## config.mk

```make
export PLATFORM = sky130hd
export DESIGN_NAME = magstripe_track_parser
export DESIGN_NICKNAME = d
export VERILOG_FILES = /design/src/rtl/core/msp_pkg.sv /design/src/rtl/core/magstripe_track_parser.sv /design/src/rtl/core/msp_classify.sv /design/src/rtl/core/msp_queue.sv /design/src/rtl/core/msp_field.sv /design/src/rtl/core/msp_assemble.sv
export VERILOG_INCLUDE_DIRS = /design/src /design/src/rtl/core
export SDC_FILE = /design/constraint.sdc
export NUM_CORES = 1
export LEC_CHECK = 0
export BUFFER_PORTS_ARGS = -buffer_cell sky130_fd_sc_hd__buf_2
export CELL_PAD_IN_SITES_DETAIL_PLACEMENT = 1
export CELL_PAD_IN_SITES_GLOBAL_PLACEMENT = 2
export CORE_ASPECT_RATIO = 1.1
export CORE_MARGIN = 2
export CORE_UTILIZATION = 45
export DETAILED_ROUTE_END_ITERATION = 6
export PLACE_DENSITY_LB_ADDON = 0.3
export SLEW_MARGIN = 20
export SYNTH_ARGS = -nofsm -noshare
export SYNTH_HDL_FRONTEND = slang
export SYNTH_SLANG_ARGS = --single-unit
```

## constraint.sdc

```tcl
create_clock -name clk -period 9.9 [get_ports clk]
set_input_delay 1.98 -clock clk [delete_from_list [all_inputs] [get_ports clk]]
set_output_delay 1.98 -clock clk [all_outputs]
set_load 0.05 [all_outputs]
```

## src/rtl/core/assert_macros.svh

```systemverilog
// ----------------------------------------------------------------------------
// Assertion macros
// Shared concurrent assertion forms, clocked on clk and held off during reset.
// ----------------------------------------------------------------------------
`ifndef ASSERT_MACROS_SVH
`define ASSERT_MACROS_SVH

// Property must hold at every clock edge outside reset.
`define ASSERT_HOLDS(label, prop, msg) \
	label: assert property (@(posedge clk) disable iff (!arst_n) (prop)) \
		else $error(msg);

// Expression must never be true at a clock edge outside reset.
`define ASSERT_NEVER(label, expr, msg) \
	label: assert property (@(posedge clk) disable iff (!arst_n) !(expr)) \
		else $error(msg);

`endif

```

## src/rtl/core/msp_pkg.sv

```systemverilog
// ----------------------------------------------------------------------------
// msp_pkg
// Types, character codes and helper functions of the track parser.
// ----------------------------------------------------------------------------
`default_nettype none

package msp_pkg;

	localparam int PAN_DIGITS  = 19;
	localparam int PAN_MAX_DEF = 19;
	localparam int PAN_CNT_W   = 5;
	localparam int LOW_DIGITS  = 16;
	localparam int FCNT_W      = 3;
	localparam int ECNT_W      = 3;
	localparam int EXP_CHARS   = 4;
	localparam int QUEUE_DEPTH = 2;

	localparam logic [7:0] CH_SEMI  = 8'h3B;
	localparam logic [7:0] CH_CARET = 8'h5E;
	localparam logic [7:0] CH_EQUAL = 8'h3D;
	localparam logic [7:0] CH_ZERO  = 8'h30;
	localparam logic [7:0] CH_NINE  = 8'h39;

	localparam logic [11:0] YEAR_BASE = 12'd2000;

	localparam logic [1:0] SRC_NONE   = 2'd0;
	localparam logic [1:0] SRC_TRACK1 = 2'd1;
	localparam logic [1:0] SRC_TRACK2 = 2'd2;

	localparam logic [1:0] SEG_FIRST  = 2'd1;
	localparam logic [1:0] SEG_SECOND = 2'd2;
	localparam logic [1:0] SEG_MAX    = 2'd3;

	// Field counts: the date field of track 1 is the third, of track 2 the second.
	localparam logic [FCNT_W-1:0] FCNT_PAN      = 3'd1;
	localparam logic [FCNT_W-1:0] FCNT_T1_DATE  = 3'd3;
	localparam logic [FCNT_W-1:0] FCNT_T2_DATE  = 3'd2;
	localparam logic [FCNT_W-1:0] FCNT_SAT      = 3'd4;

	typedef struct packed {
		logic [7:0] char_code;
		logic       last;
		logic       is_semi;
		logic       is_caret;
		logic       is_equal;
		logic       is_digit;
	} msp_item_t;

	typedef struct packed {
		logic [FCNT_W-1:0]       field_count;
		logic [PAN_CNT_W-1:0]    pan_count;
		logic                    pan_overflow;
		logic [4*PAN_DIGITS-1:0] pan_bcd;
		logic [ECNT_W-1:0]       exp_count;
		logic [8*EXP_CHARS-1:0]  exp_chars;
	} msp_view_t;

	function automatic logic is_digit(input logic [7:0] c);
		return (c >= CH_ZERO) && (c <= CH_NINE);
	endfunction

	// Two ASCII digits to a value 0..99; any non-digit gives 0.
	function automatic logic [6:0] two_digits(input logic [7:0] hi, input logic [7:0] lo);
		logic [6:0] tens;
		logic [6:0] ones;
		tens = {3'b000, hi[3:0]};
		ones = {3'b000, lo[3:0]};
		if (!is_digit(hi) || !is_digit(lo)) begin
			return 7'd0;
		end
		return (tens << 3) + (tens << 1) + ones;
	endfunction

endpackage

`default_nettype wire

```

## src/rtl/core/magstripe_track_parser.sv

```systemverilog
// ----------------------------------------------------------------------------
// magstripe_track_parser
// Parses card track 1 / track 2 text and reports account number and expiry.
//
//   Channel  Dir  Handshake            Payload
//   input    in   in_valid, in_stall   char_code, last_char
//   result   out  out_valid, out_stall pan_digits_low/high, pan_length,
//                                      pan_overflow, source_track,
//                                      expiry_valid, expiry_year, expiry_month
//
// One character is taken every cycle while in_stall is low; the back end
// parses one queued item per cycle unless a held result stalls it, so the rate is set by its segment and field update.
// The result is loaded into the output register at the edge where the last
// character leaves the two-entry queue.
// Reset clears all control state at once; there is no clearing pass.
// A stalled result holds the back end; the queue then fills and in_stall rises.
// ----------------------------------------------------------------------------
`default_nettype none

`include "assert_macros.svh"

module magstripe_track_parser #(
	parameter int PAN_MAX = msp_pkg::PAN_MAX_DEF
) (
	input  wire logic        clk,
	input  wire logic        arst_n,
	input  wire logic  [7:0] char_code,
	input  wire logic        last_char,
	input  wire logic        in_valid,
	output logic             in_stall,
	output logic             out_valid,
	input  wire logic        out_stall,
	output logic      [63:0] pan_digits_low,
	output logic      [11:0] pan_digits_high,
	output logic       [4:0] pan_length,
	output logic             pan_overflow,
	output logic       [1:0] source_track,
	output logic             expiry_valid,
	output logic      [11:0] expiry_year,
	output logic       [6:0] expiry_month
);

	logic               queue_full;
	logic               push;
	msp_pkg::msp_item_t push_item;
	logic               pop;
	logic               pop_valid;
	msp_pkg::msp_item_t pop_item;

	msp_classify u_front (
		.char_code (char_code),
		.last_char (last_char),
		.in_valid  (in_valid),
		.in_stall  (in_stall),
		.queue_full(queue_full),
		.push      (push),
		.push_item (push_item)
	);

	msp_queue u_queue (
		.clk      (clk),
		.arst_n   (arst_n),
		.push     (push),
		.push_item(push_item),
		.full     (queue_full),
		.pop      (pop),
		.pop_valid(pop_valid),
		.pop_item (pop_item)
	);

	msp_assemble #(
		.PAN_MAX(PAN_MAX)
	) u_back (
		.clk            (clk),
		.arst_n         (arst_n),
		.q_valid        (pop_valid),
		.q_item         (pop_item),
		.pop            (pop),
		.out_valid      (out_valid),
		.out_stall      (out_stall),
		.pan_digits_low (pan_digits_low),
		.pan_digits_high(pan_digits_high),
		.pan_length     (pan_length),
		.pan_overflow   (pan_overflow),
		.source_track   (source_track),
		.expiry_valid   (expiry_valid),
		.expiry_year    (expiry_year),
		.expiry_month   (expiry_month)
	);

	`ASSERT_NEVER(a_len_limit, out_valid && (pan_length > 5'(PAN_MAX)), "account length over limit")
	`ASSERT_HOLDS(a_no_source, (out_valid && (source_track == msp_pkg::SRC_NONE)) |-> ((pan_length == 5'd0) && !expiry_valid && !pan_overflow), "result without source carries data")
	`ASSERT_HOLDS(a_no_expiry, (out_valid && !expiry_valid) |-> ((expiry_year == 12'd0) && (expiry_month == 7'd0)), "expiry fields set without expiry")
	`ASSERT_HOLDS(a_year_range, (out_valid && expiry_valid) |-> ((expiry_year >= msp_pkg::YEAR_BASE) && (expiry_year <= 12'd2099) && (expiry_month <= 7'd99)), "expiry out of range")

endmodule

`default_nettype wire

```

## src/rtl/core/msp_classify.sv

```systemverilog
// ----------------------------------------------------------------------------
// msp_classify
// Front end: takes characters and tags separators and digits for the queue.
// ----------------------------------------------------------------------------
`default_nettype none

module msp_classify (
	input  wire logic              [7:0] char_code,
	input  wire logic                    last_char,
	input  wire logic                    in_valid,
	output logic                         in_stall,
	input  wire logic                    queue_full,
	output logic                         push,
	output msp_pkg::msp_item_t           push_item
);

	assign in_stall = queue_full;
	assign push     = in_valid && !queue_full;

	always_comb begin
		push_item.char_code = char_code;
		push_item.last      = last_char;
		push_item.is_semi   = (char_code == msp_pkg::CH_SEMI);
		push_item.is_caret  = (char_code == msp_pkg::CH_CARET);
		push_item.is_equal  = (char_code == msp_pkg::CH_EQUAL);
		push_item.is_digit  = msp_pkg::is_digit(char_code);
	end

endmodule

`default_nettype wire

```

## src/rtl/core/msp_queue.sv

```systemverilog
// ----------------------------------------------------------------------------
// msp_queue
// Short queue of classified items between the front and back ends.
// ----------------------------------------------------------------------------
`default_nettype none

module msp_queue (
	input  wire logic               clk,
	input  wire logic               arst_n,
	input  wire logic               push,
	input  wire msp_pkg::msp_item_t push_item,
	output logic                    full,
	input  wire logic               pop,
	output logic                    pop_valid,
	output msp_pkg::msp_item_t      pop_item
);

	localparam int DEPTH = msp_pkg::QUEUE_DEPTH;
	localparam int PTR_W = (DEPTH > 1) ? $clog2(DEPTH) : 1;
	localparam int CNT_W = $clog2(DEPTH + 1);

	msp_pkg::msp_item_t slot_q [DEPTH];
	logic [PTR_W-1:0]   wr_ptr_q;
	logic [PTR_W-1:0]   rd_ptr_q;
	logic [CNT_W-1:0]   count_q;
	logic               do_push;
	logic               do_pop;

	assign full      = (count_q == CNT_W'(DEPTH));
	assign pop_valid = (count_q != '0);
	assign pop_item  = slot_q[rd_ptr_q];
	assign do_push   = push && !full;
	assign do_pop    = pop && pop_valid;

	always_ff @(posedge clk or negedge arst_n) begin
		if (!arst_n) begin
			wr_ptr_q <= '0;
			rd_ptr_q <= '0;
			count_q  <= '0;
		end else begin
			if (do_push) begin
				wr_ptr_q <= (wr_ptr_q == PTR_W'(DEPTH - 1)) ? '0 : wr_ptr_q + 1'b1;
			end
			if (do_pop) begin
				rd_ptr_q <= (rd_ptr_q == PTR_W'(DEPTH - 1)) ? '0 : rd_ptr_q + 1'b1;
			end
			if (do_push && !do_pop) begin
				count_q <= count_q + 1'b1;
			end else if (do_pop && !do_push) begin
				count_q <= count_q - 1'b1;
			end
		end
	end

	always_ff @(posedge clk) begin
		if (do_push) begin
			slot_q[wr_ptr_q] <= push_item;
		end
	end

endmodule

`default_nettype wire

```

## src/rtl/core/msp_field.sv

```systemverilog
// ----------------------------------------------------------------------------
// msp_field
// Field splitter for one track: collects account digits and date characters.
// ----------------------------------------------------------------------------
`default_nettype none

module msp_field #(
	parameter int PAN_MAX = msp_pkg::PAN_MAX_DEF
) (
	input  wire logic                              clk,
	input  wire logic                              arst_n,
	input  wire logic                              feed,
	input  wire logic                              clear_pre,
	input  wire logic                              clear_post,
	input  wire msp_pkg::msp_item_t                item,
	input  wire logic                              is_sep,
	input  wire logic [msp_pkg::FCNT_W-1:0]        date_fcount,
	output msp_pkg::msp_view_t                     view
);

	localparam int CNT_W  = msp_pkg::PAN_CNT_W;
	localparam int FC_W   = msp_pkg::FCNT_W;
	localparam int EC_W   = msp_pkg::ECNT_W;
	localparam int IDX_W  = (PAN_MAX > 1) ? $clog2(PAN_MAX) : 1;
	localparam int EIDX_W = $clog2(msp_pkg::EXP_CHARS);

	logic [FC_W-1:0]  fcount_q;
	logic             fopen_q;
	logic [CNT_W-1:0] pcount_q;
	logic             pover_q;
	logic [EC_W-1:0]  ecount_q;
	logic [3:0]       store_q [PAN_MAX];
	logic [7:0]       echars_q [msp_pkg::EXP_CHARS];

	logic [FC_W-1:0]  fcount_b, fcount_n;
	logic             fopen_b, fopen_n;
	logic [CNT_W-1:0] pcount_b, pcount_n;
	logic             pover_b, pover_n;
	logic [EC_W-1:0]  ecount_b, ecount_n;
	logic             pan_we;
	logic             exp_we;
	logic [IDX_W-1:0]  pan_idx;
	logic [EIDX_W-1:0] exp_idx;

	// A clear that comes with the item takes effect before the item is parsed.
	always_comb begin
		fcount_b = clear_pre ? '0 : fcount_q;
		fopen_b  = clear_pre ? 1'b0 : fopen_q;
		pcount_b = clear_pre ? '0 : pcount_q;
		pover_b  = clear_pre ? 1'b0 : pover_q;
		ecount_b = clear_pre ? '0 : ecount_q;

		fcount_n = fcount_b;
		fopen_n  = fopen_b;
		pcount_n = pcount_b;
		pover_n  = pover_b;
		ecount_n = ecount_b;
		pan_we   = 1'b0;
		exp_we   = 1'b0;

		if (feed) begin
			if (is_sep) begin
				fopen_n = 1'b0;
			end else begin
				if (!fopen_b) begin
					fopen_n = 1'b1;
					if (fcount_b < msp_pkg::FCNT_SAT) begin
						fcount_n = fcount_b + 1'b1;
					end
				end
				if (fcount_n == msp_pkg::FCNT_PAN) begin
					if (item.is_digit) begin
						if (pcount_b < CNT_W'(PAN_MAX)) begin
							pan_we   = 1'b1;
							pcount_n = pcount_b + 1'b1;
						end else begin
							pover_n = 1'b1;
						end
					end
				end else if (fcount_n == date_fcount) begin
					if (ecount_b < EC_W'(msp_pkg::EXP_CHARS)) begin
						exp_we   = 1'b1;
						ecount_n = ecount_b + 1'b1;
					end
				end
			end
		end
	end

	assign pan_idx = pcount_b[IDX_W-1:0];
	assign exp_idx = ecount_b[EIDX_W-1:0];

	// The view shows the state as it stands after this item.
	assign view.field_count  = fcount_n;
	assign view.pan_count    = pcount_n;
	assign view.pan_overflow = pover_n;
	assign view.exp_count    = ecount_n;

	for (genvar g = 0; g < msp_pkg::PAN_DIGITS; g++) begin : g_digit
		if (g < PAN_MAX) begin : g_kept
			assign view.pan_bcd[4*g +: 4] = (CNT_W'(g) < pcount_n)
				? ((pan_we && (pan_idx == IDX_W'(g))) ? item.char_code[3:0] : store_q[g])
				: 4'd0;
		end else begin : g_unused
			assign view.pan_bcd[4*g +: 4] = 4'd0;
		end
	end

	for (genvar e = 0; e < msp_pkg::EXP_CHARS; e++) begin : g_exp
		assign view.exp_chars[8*e +: 8] =
			(exp_we && (exp_idx == EIDX_W'(e))) ? item.char_code : echars_q[e];
	end

	always_ff @(posedge clk or negedge arst_n) begin
		if (!arst_n) begin
			fcount_q <= '0;
			fopen_q  <= 1'b0;
			pcount_q <= '0;
			pover_q  <= 1'b0;
			ecount_q <= '0;
		end else if (clear_post) begin
			fcount_q <= '0;
			fopen_q  <= 1'b0;
			pcount_q <= '0;
			pover_q  <= 1'b0;
			ecount_q <= '0;
		end else begin
			fcount_q <= fcount_n;
			fopen_q  <= fopen_n;
			pcount_q <= pcount_n;
			pover_q  <= pover_n;
			ecount_q <= ecount_n;
		end
	end

	// Entries past the counts never reach a result, so the stores need no reset.
	always_ff @(posedge clk) begin
		if (pan_we) begin
			store_q[pan_idx] <= item.char_code[3:0];
		end
		if (exp_we) begin
			echars_q[exp_idx] <= item.char_code;
		end
	end

endmodule

`default_nettype wire

```

## src/rtl/core/msp_assemble.sv

```systemverilog
// ----------------------------------------------------------------------------
// msp_assemble
// Back end: tracks segments, drives both field splitters and forms the result.
// ----------------------------------------------------------------------------
`default_nettype none

module msp_assemble #(
	parameter int PAN_MAX = msp_pkg::PAN_MAX_DEF
) (
	input  wire logic               clk,
	input  wire logic               arst_n,
	input  wire logic               q_valid,
	input  wire msp_pkg::msp_item_t q_item,
	output logic                    pop,
	output logic                    out_valid,
	input  wire logic               out_stall,
	output logic             [63:0] pan_digits_low,
	output logic             [11:0] pan_digits_high,
	output logic              [4:0] pan_length,
	output logic                    pan_overflow,
	output logic              [1:0] source_track,
	output logic                    expiry_valid,
	output logic             [11:0] expiry_year,
	output logic              [6:0] expiry_month
);

	localparam int LOW_W = 4 * msp_pkg::LOW_DIGITS;
	localparam int BCD_W = 4 * msp_pkg::PAN_DIGITS;

	logic [1:0] seg_q, seg_n;
	logic       open_q, open_n;
	logic       caret_q, caret_n;
	logic       out_valid_q;
	logic       take;
	logic       finish;
	logic       clr_second;
	logic       feed_first;
	logic       feed_second;

	msp_pkg::msp_view_t view1;
	msp_pkg::msp_view_t view2;
	msp_pkg::msp_view_t sel;

	logic        t1_fields;
	logic        t1_valid;
	logic        t2_present;
	logic        t2_use;
	logic        have_pan;
	logic [63:0] r_low;
	logic [11:0] r_high;
	logic [4:0]  r_len;
	logic        r_ovf;
	logic [1:0]  r_src;
	logic        r_expv;
	logic [11:0] r_year;
	logic [6:0]  r_month;

	assign take   = q_valid && (!out_valid_q || !out_stall);
	assign pop    = take;
	assign finish = take && q_item.last;

	always_comb begin
		seg_n       = seg_q;
		open_n      = open_q;
		caret_n     = caret_q;
		clr_second  = 1'b0;
		feed_first  = 1'b0;
		feed_second = 1'b0;
		if (take) begin
			if (q_item.is_semi) begin
				open_n = 1'b0;
			end else begin
				if (!open_q) begin
					open_n = 1'b1;
					if (seg_q < msp_pkg::SEG_MAX) begin
						seg_n = seg_q + 1'b1;
					end
					// A second segment restarts the track 2 splitter.
					clr_second = (seg_n == msp_pkg::SEG_SECOND);
				end
				if (seg_n == msp_pkg::SEG_FIRST) begin
					caret_n     = caret_q || q_item.is_caret;
					feed_first  = 1'b1;
					feed_second = 1'b1;
				end else if (seg_n == msp_pkg::SEG_SECOND) begin
					feed_second = 1'b1;
				end
			end
		end
	end

	msp_field #(
		.PAN_MAX(PAN_MAX)
	) u_track1 (
		.clk        (clk),
		.arst_n     (arst_n),
		.feed       (feed_first),
		.clear_pre  (1'b0),
		.clear_post (finish),
		.item       (q_item),
		.is_sep     (q_item.is_caret),
		.date_fcount(msp_pkg::FCNT_T1_DATE),
		.view       (view1)
	);

	msp_field #(
		.PAN_MAX(PAN_MAX)
	) u_track2 (
		.clk        (clk),
		.arst_n     (arst_n),
		.feed       (feed_second),
		.clear_pre  (clr_second),
		.clear_post (finish),
		.item       (q_item),
		.is_sep     (q_item.is_equal),
		.date_fcount(msp_pkg::FCNT_T2_DATE),
		.view       (view2)
	);

	// Track 1 wins when it has a full date; otherwise track 2 may take over.
	always_comb begin
		t1_fields  = caret_n && (view1.field_count >= msp_pkg::FCNT_T1_DATE);
		t1_valid   = t1_fields && (view1.exp_count >= msp_pkg::ECNT_W'(msp_pkg::EXP_CHARS));
		t2_present = (seg_n >= msp_pkg::SEG_SECOND)
			|| ((seg_n == msp_pkg::SEG_FIRST) && !caret_n);
		t2_use     = !t1_valid && t2_present
			&& (view2.field_count >= msp_pkg::FCNT_T2_DATE);
		have_pan   = t1_fields || t2_use;
		sel        = t2_use ? view2 : view1;

		r_low   = '0;
		r_high  = '0;
		r_len   = '0;
		r_ovf   = 1'b0;
		r_src   = msp_pkg::SRC_NONE;
		r_expv  = 1'b0;
		r_year  = '0;
		r_month = '0;
		if (have_pan) begin
			r_low  = sel.pan_bcd[LOW_W-1:0];
			r_high = sel.pan_bcd[BCD_W-1:LOW_W];
			r_len  = sel.pan_count;
			r_ovf  = sel.pan_overflow;
			r_src  = t2_use ? msp_pkg::SRC_TRACK2 : msp_pkg::SRC_TRACK1;
			r_expv = (sel.exp_count >= msp_pkg::ECNT_W'(msp_pkg::EXP_CHARS));
			if (r_expv) begin
				r_year  = {5'b00000, msp_pkg::two_digits(sel.exp_chars[7:0],
					sel.exp_chars[15:8])} + msp_pkg::YEAR_BASE;
				r_month = msp_pkg::two_digits(sel.exp_chars[23:16], sel.exp_chars[31:24]);
			end
		end
	end

	always_ff @(posedge clk or negedge arst_n) begin
		if (!arst_n) begin
			seg_q       <= '0;
			open_q      <= 1'b0;
			caret_q     <= 1'b0;
			out_valid_q <= 1'b0;
		end else begin
			if (finish) begin
				seg_q   <= '0;
				open_q  <= 1'b0;
				caret_q <= 1'b0;
			end else begin
				seg_q   <= seg_n;
				open_q  <= open_n;
				caret_q <= caret_n;
			end
			if (finish) begin
				out_valid_q <= 1'b1;
			end else if (!out_stall) begin
				out_valid_q <= 1'b0;
			end
		end
	end

	always_ff @(posedge clk) begin
		if (finish) begin
			pan_digits_low  <= r_low;
			pan_digits_high <= r_high;
			pan_length      <= r_len;
			pan_overflow    <= r_ovf;
			source_track    <= r_src;
			expiry_valid    <= r_expv;
			expiry_year     <= r_year;
			expiry_month    <= r_month;
		end
	end

	assign out_valid = out_valid_q;

endmodule

`default_nettype wire

```

==> run_results.csv <==
group,metric,value,unit
global_routing,grt_first_pass_wirelength,74680,µm
synth,yosysSeqAreaShare,0.6311,
synth,synthTopCellsByCount,"edfxtp_1, nor2_1, a21oi_1, nand2_1, mux2i_1",
layout,finalNetCount,1600,
routing,met2_length,23850,µm
timing,fmax,0.1365,GHz
cts,cts_root_buffer,"clkbuf_16",
routing,drt_iter0_drc,801,
timing,setup_violations,0,
placed_design,dp_cells,2012,
worst_hold_path,min_path_type,"register to register",
pwr,power.switching,2.149,mW
worst_setup_path,worstPathRequired,10.17,ns
global_routing,grtUsageTotal,0.2359,
cts,cts_setup_buffers,0,
status,status,"complete, no violations",
layout,multi_input_area,0.006047,mm²
floorplan,initial_core_util,0.4543,
floorplan,dieWidth,193.4,µm
global_routing,antenna_found_initial,0,
timing,final-hold-violation-count,0,
cts,cts_sinks,379,
worst_setup_path,cp-end-kind,"register",
synth,synth-edff-count,344,
cts,numCtsBuffers,39,
run,drv_cap,0,
worst_setup_path,slowest_delay,0.59,ns
routing,wl_per_cell,23.38,µm
routing,drc,0,
cts,clockBufferDepth,3,
layout,areaGrowthSynthToFinish,13.65,%
pwr,leakage,7.675,nW
synth,synth_top_area_cell,"edfxtp_1",
pwr,power.density,275.4,mW/mm²
timing,fin_crit_sh,0.7399,
worst_setup_path,path_class,"primary input to register",
layout,final_cells,2083,
cts,holdBufCountCts,0,
routing,via_count,12122,
synth,ys_warn_count,0,
floorplan,rows,76,
synth,synth_cell_types,93,
worst_setup_path,worstPathCellList,"buf_2 -> a2bb2oi_4 -> nand3_1 -> buf_4 -> and2_1 -> ha_1 -> nor2_1 -> nand2_1 -> o221ai_1 -> a221oi_4 -> nand2_4 -> inv_4 -> o211ai_1 -> o21a_1 -> fa_1 -> inv_1 -> ha_1 -> a21o_1 -> a21oi_1 -> xnor2_1 -> a21oi_1 -> and3_1 -> a31o_2 -> o41a_1",
timing,rsz0062_at_grt,"false",
timing,min_period,7.325,ns
routing,wl_met3,2152,µm
worst_setup_path,arrival,7.60,ns
synth,syn_area_per_cell,12.32,µm²
layout,fillers,3993,
global_routing,gr-total-overflow,0,
routing,top_layer,"met4",
routing,wl_met1,21380,µm
pwr,combPwrFrac,0.325,
pwr,clockPowerShare,0.276,
worst_setup_path,path_delay_family,"compound AO/OA/AOI/OAI gates",
synth,syn_nets,1495,
synth,syn_inst,1441,
worst_setup_path,slowest_stage,"fa_1",
timing,slew_viol_final,0,
timing,max-slew-margin-rel,0.1869,
timing,worstMarginPinSlew,1.210,ns
layout,diodes,0,
pwr,ir_drop,0.1876,mV
routing,vias_per_cell,5.819,
timing,fin_skew,0.02179,ns
cts,clkTransAtPathRegs,0.06,ns
placed_design,place_congestion,0.8144,
layout,layout-drive-gt1-share,0.1612,
worst_setup_path,setup.worst_path.start_class,"primary input",
synth,syn_area,0.01776,mm²
floorplan,io_pins,119,
routing,antenna_left,0,
floorplan,fp.dieArea,0.04106,mm²
floorplan,die_h,212.3,µm
placed_design,portBuffers,118,
routing,first_pass_iters,5,
cts,clk_latency,0.55,ns
layout,seq_area,0.01121,mm²
cts,cts_resized,0,
routing,wl,48710,µm
synth,synth_area_leaders,"edfxtp_1, dfrtp_1, mux2i_1",
cts,cts_max_level,2,
synth,ys_async_sr_fraction,0.09235,
synth,synthFlopType,"edfxtp_1",
synth,synth-seq-cells,379,
pwr,intPower,3.409,mW
placed_design,dp_hpwl,32490,µm
pwr,pwr-share-seq,0.400,
floorplan,coreArea,0.03908,mm²
pwr,switching_share,0.3867,
synth,synth_top_area_share,0.5818,
worst_setup_path,crit_buf_inv,4,
cts,cts_tree,"yes",
global_routing,grt_max_degree,65,
synth,synth.most_common_cell,"edfxtp_1",
timing,final.setup.tns,0,ns
worst_setup_path,critPathMaxFanout,36,
global_routing,grt_pass1_vias,12417,
## layout make-up
class,count,share of cell area
sequential,379,0.5553
tap,507,0.03144
clock inverter,23,0.01277
inverter,67,0.01259
multi-input combinational,924,0.2997
timing repair buffer,135,0.03559
clock buffer,48,0.05264
## state kept, by name, indices dropped and copies added, names as in the netlist, 3 cells and up
register and count:
u_back.u_track2.ecount_q 3, u_back.expiry_month 7, u_back.u_track1.ecount_q 3, u_back.u_track1.echars_q 32, u_back.u_track1.pcount_q 5, u_back.u_track2.fcount_q 3, u_back.pan_length 5, u_back.pan_digits_low 64
u_back.u_track2.store_q 76, u_back.expiry_year 10, u_back.u_track1.store_q 76, u_back.pan_digits_high 12, u_queue.slot_q 26, u_back.u_track2.pcount_q 5, u_back.u_track2.echars_q 32, u_back.u_track1.fcount_q 3
## worst reg2reg max path, cell delays in order, from the launching register on
cell	delay, ns
dfrtp_1	0.32
buf_4	0.32
mux2i_4	0.41
nand3_1	0.13
buf_4	0.22
and2_1	0.19
ha_1	0.35
nor2_1	0.06
nand2_1	0.07
o221ai_1	0.20
a221oi_4	0.44
nand2_4	0.37
inv_4	0.48
o211ai_1	0.18
o21a_1	0.16
fa_1	0.59
inv_1	0.06
ha_1	0.28
a21o_1	0.16
a21oi_1	0.17
xnor2_1	0.20
a21oi_1	0.14
and3_1	0.20
a31o_2	0.22
o41a_1	0.32
## worst paths after layout
kind | from | endpoint | slack (ns) | depth (start not counted)
setup / recovery | out_stall | u_back.expiry_year[9] | 2.57 | 24
hold / removal | u_queue.wr_ptr_q | u_queue.wr_ptr_q | 0.52 | 1
setup reg to reg | u_queue.rd_ptr_q | u_back.expiry_year[9] | 3.37 | 24
hold reg to reg | u_queue.wr_ptr_q | u_queue.wr_ptr_q | 0.52 | 1
max in group asynchronous | arst_n | u_back.u_track2.ecount_q[0] | 7.79 | 1
min in group asynchronous | arst_n | u_queue.wr_ptr_q | 1.54 | 1
## kinds of logic (layout without fill, tap and decap cells)
group | Yosys count | in the layout | synth area share
AOI/OAI and AO/OA | 328 | 328 | 0.1173
xor gates and xnor gates | 24 | 24 | 0.01184
adders and majority gates | 41 | 41 | 0.03058
buffers and inverters | 138 | 273 | 0.03171
DFF | 379 | 379 | 0.6311
muxes | 101 | 101 | 0.05940
and+or+nand+nor | 430 | 430 | 0.1181
## per-layer routing
layer  up-vias  track usage
met5         -            0
met4         0      0.07160
met3        76      0.03268
met2       314       0.4006
met1      6133       0.3164
li1       5599            -
## cells in the final DEF, fill, tap and decap left out, types with 8 or more instances in the layout
master	n
o22ai_1	71
buf_4	17
nor3_1	24
o21ai_0	50
o211ai_1	12
a21oi_1	111
clkinv_1	8
clkbuf_16	41
nand2_1	107
nor2_1	155
inv_1	59
dfrtp_1	35
xnor2_1	16
mux2i_1	81
ha_1	37
xor2_1	8
edfxtp_1	344
nand3_1	34
and2_1	19
and3_1	19
mux2_2	11
buf_2	118
## per-stage QoR
step | area, µm² | util | power (mW) | setup WS [ns] | hold slack, ns
CTS | 20180 | 0.5163 | 5.598 | 2.641 | 0.5034
global placement | 18860 | 0.4825 | 4.026 | 2.238 | 0.4768
finish | 20180 | 0.5163 | 5.558 | 2.575 | 0.5185
floorplan | 17760 | - | 3.519 | 2.748 | 0.4490
detailed placement | 18860 | 0.4825 | 4.062 | 2.111 | 0.4895
global route | 20180 | 0.5163 | 5.767 | 2.236 | 0.5625
## power groups by stage
stage / clock network (mW) / logic (mW) / registers (mW)
floorplan: 0 / 0.747 / 2.77
global placement: 0 / 1.78 / 2.24
detailed placement: 0 / 1.81 / 2.25
CTS: 1.56 / 1.82 / 2.22
global route: 1.61 / 1.91 / 2.24
finish: 1.53 / 1.80 / 2.22
Note: power is estimated with default switching activity, not from simulation.
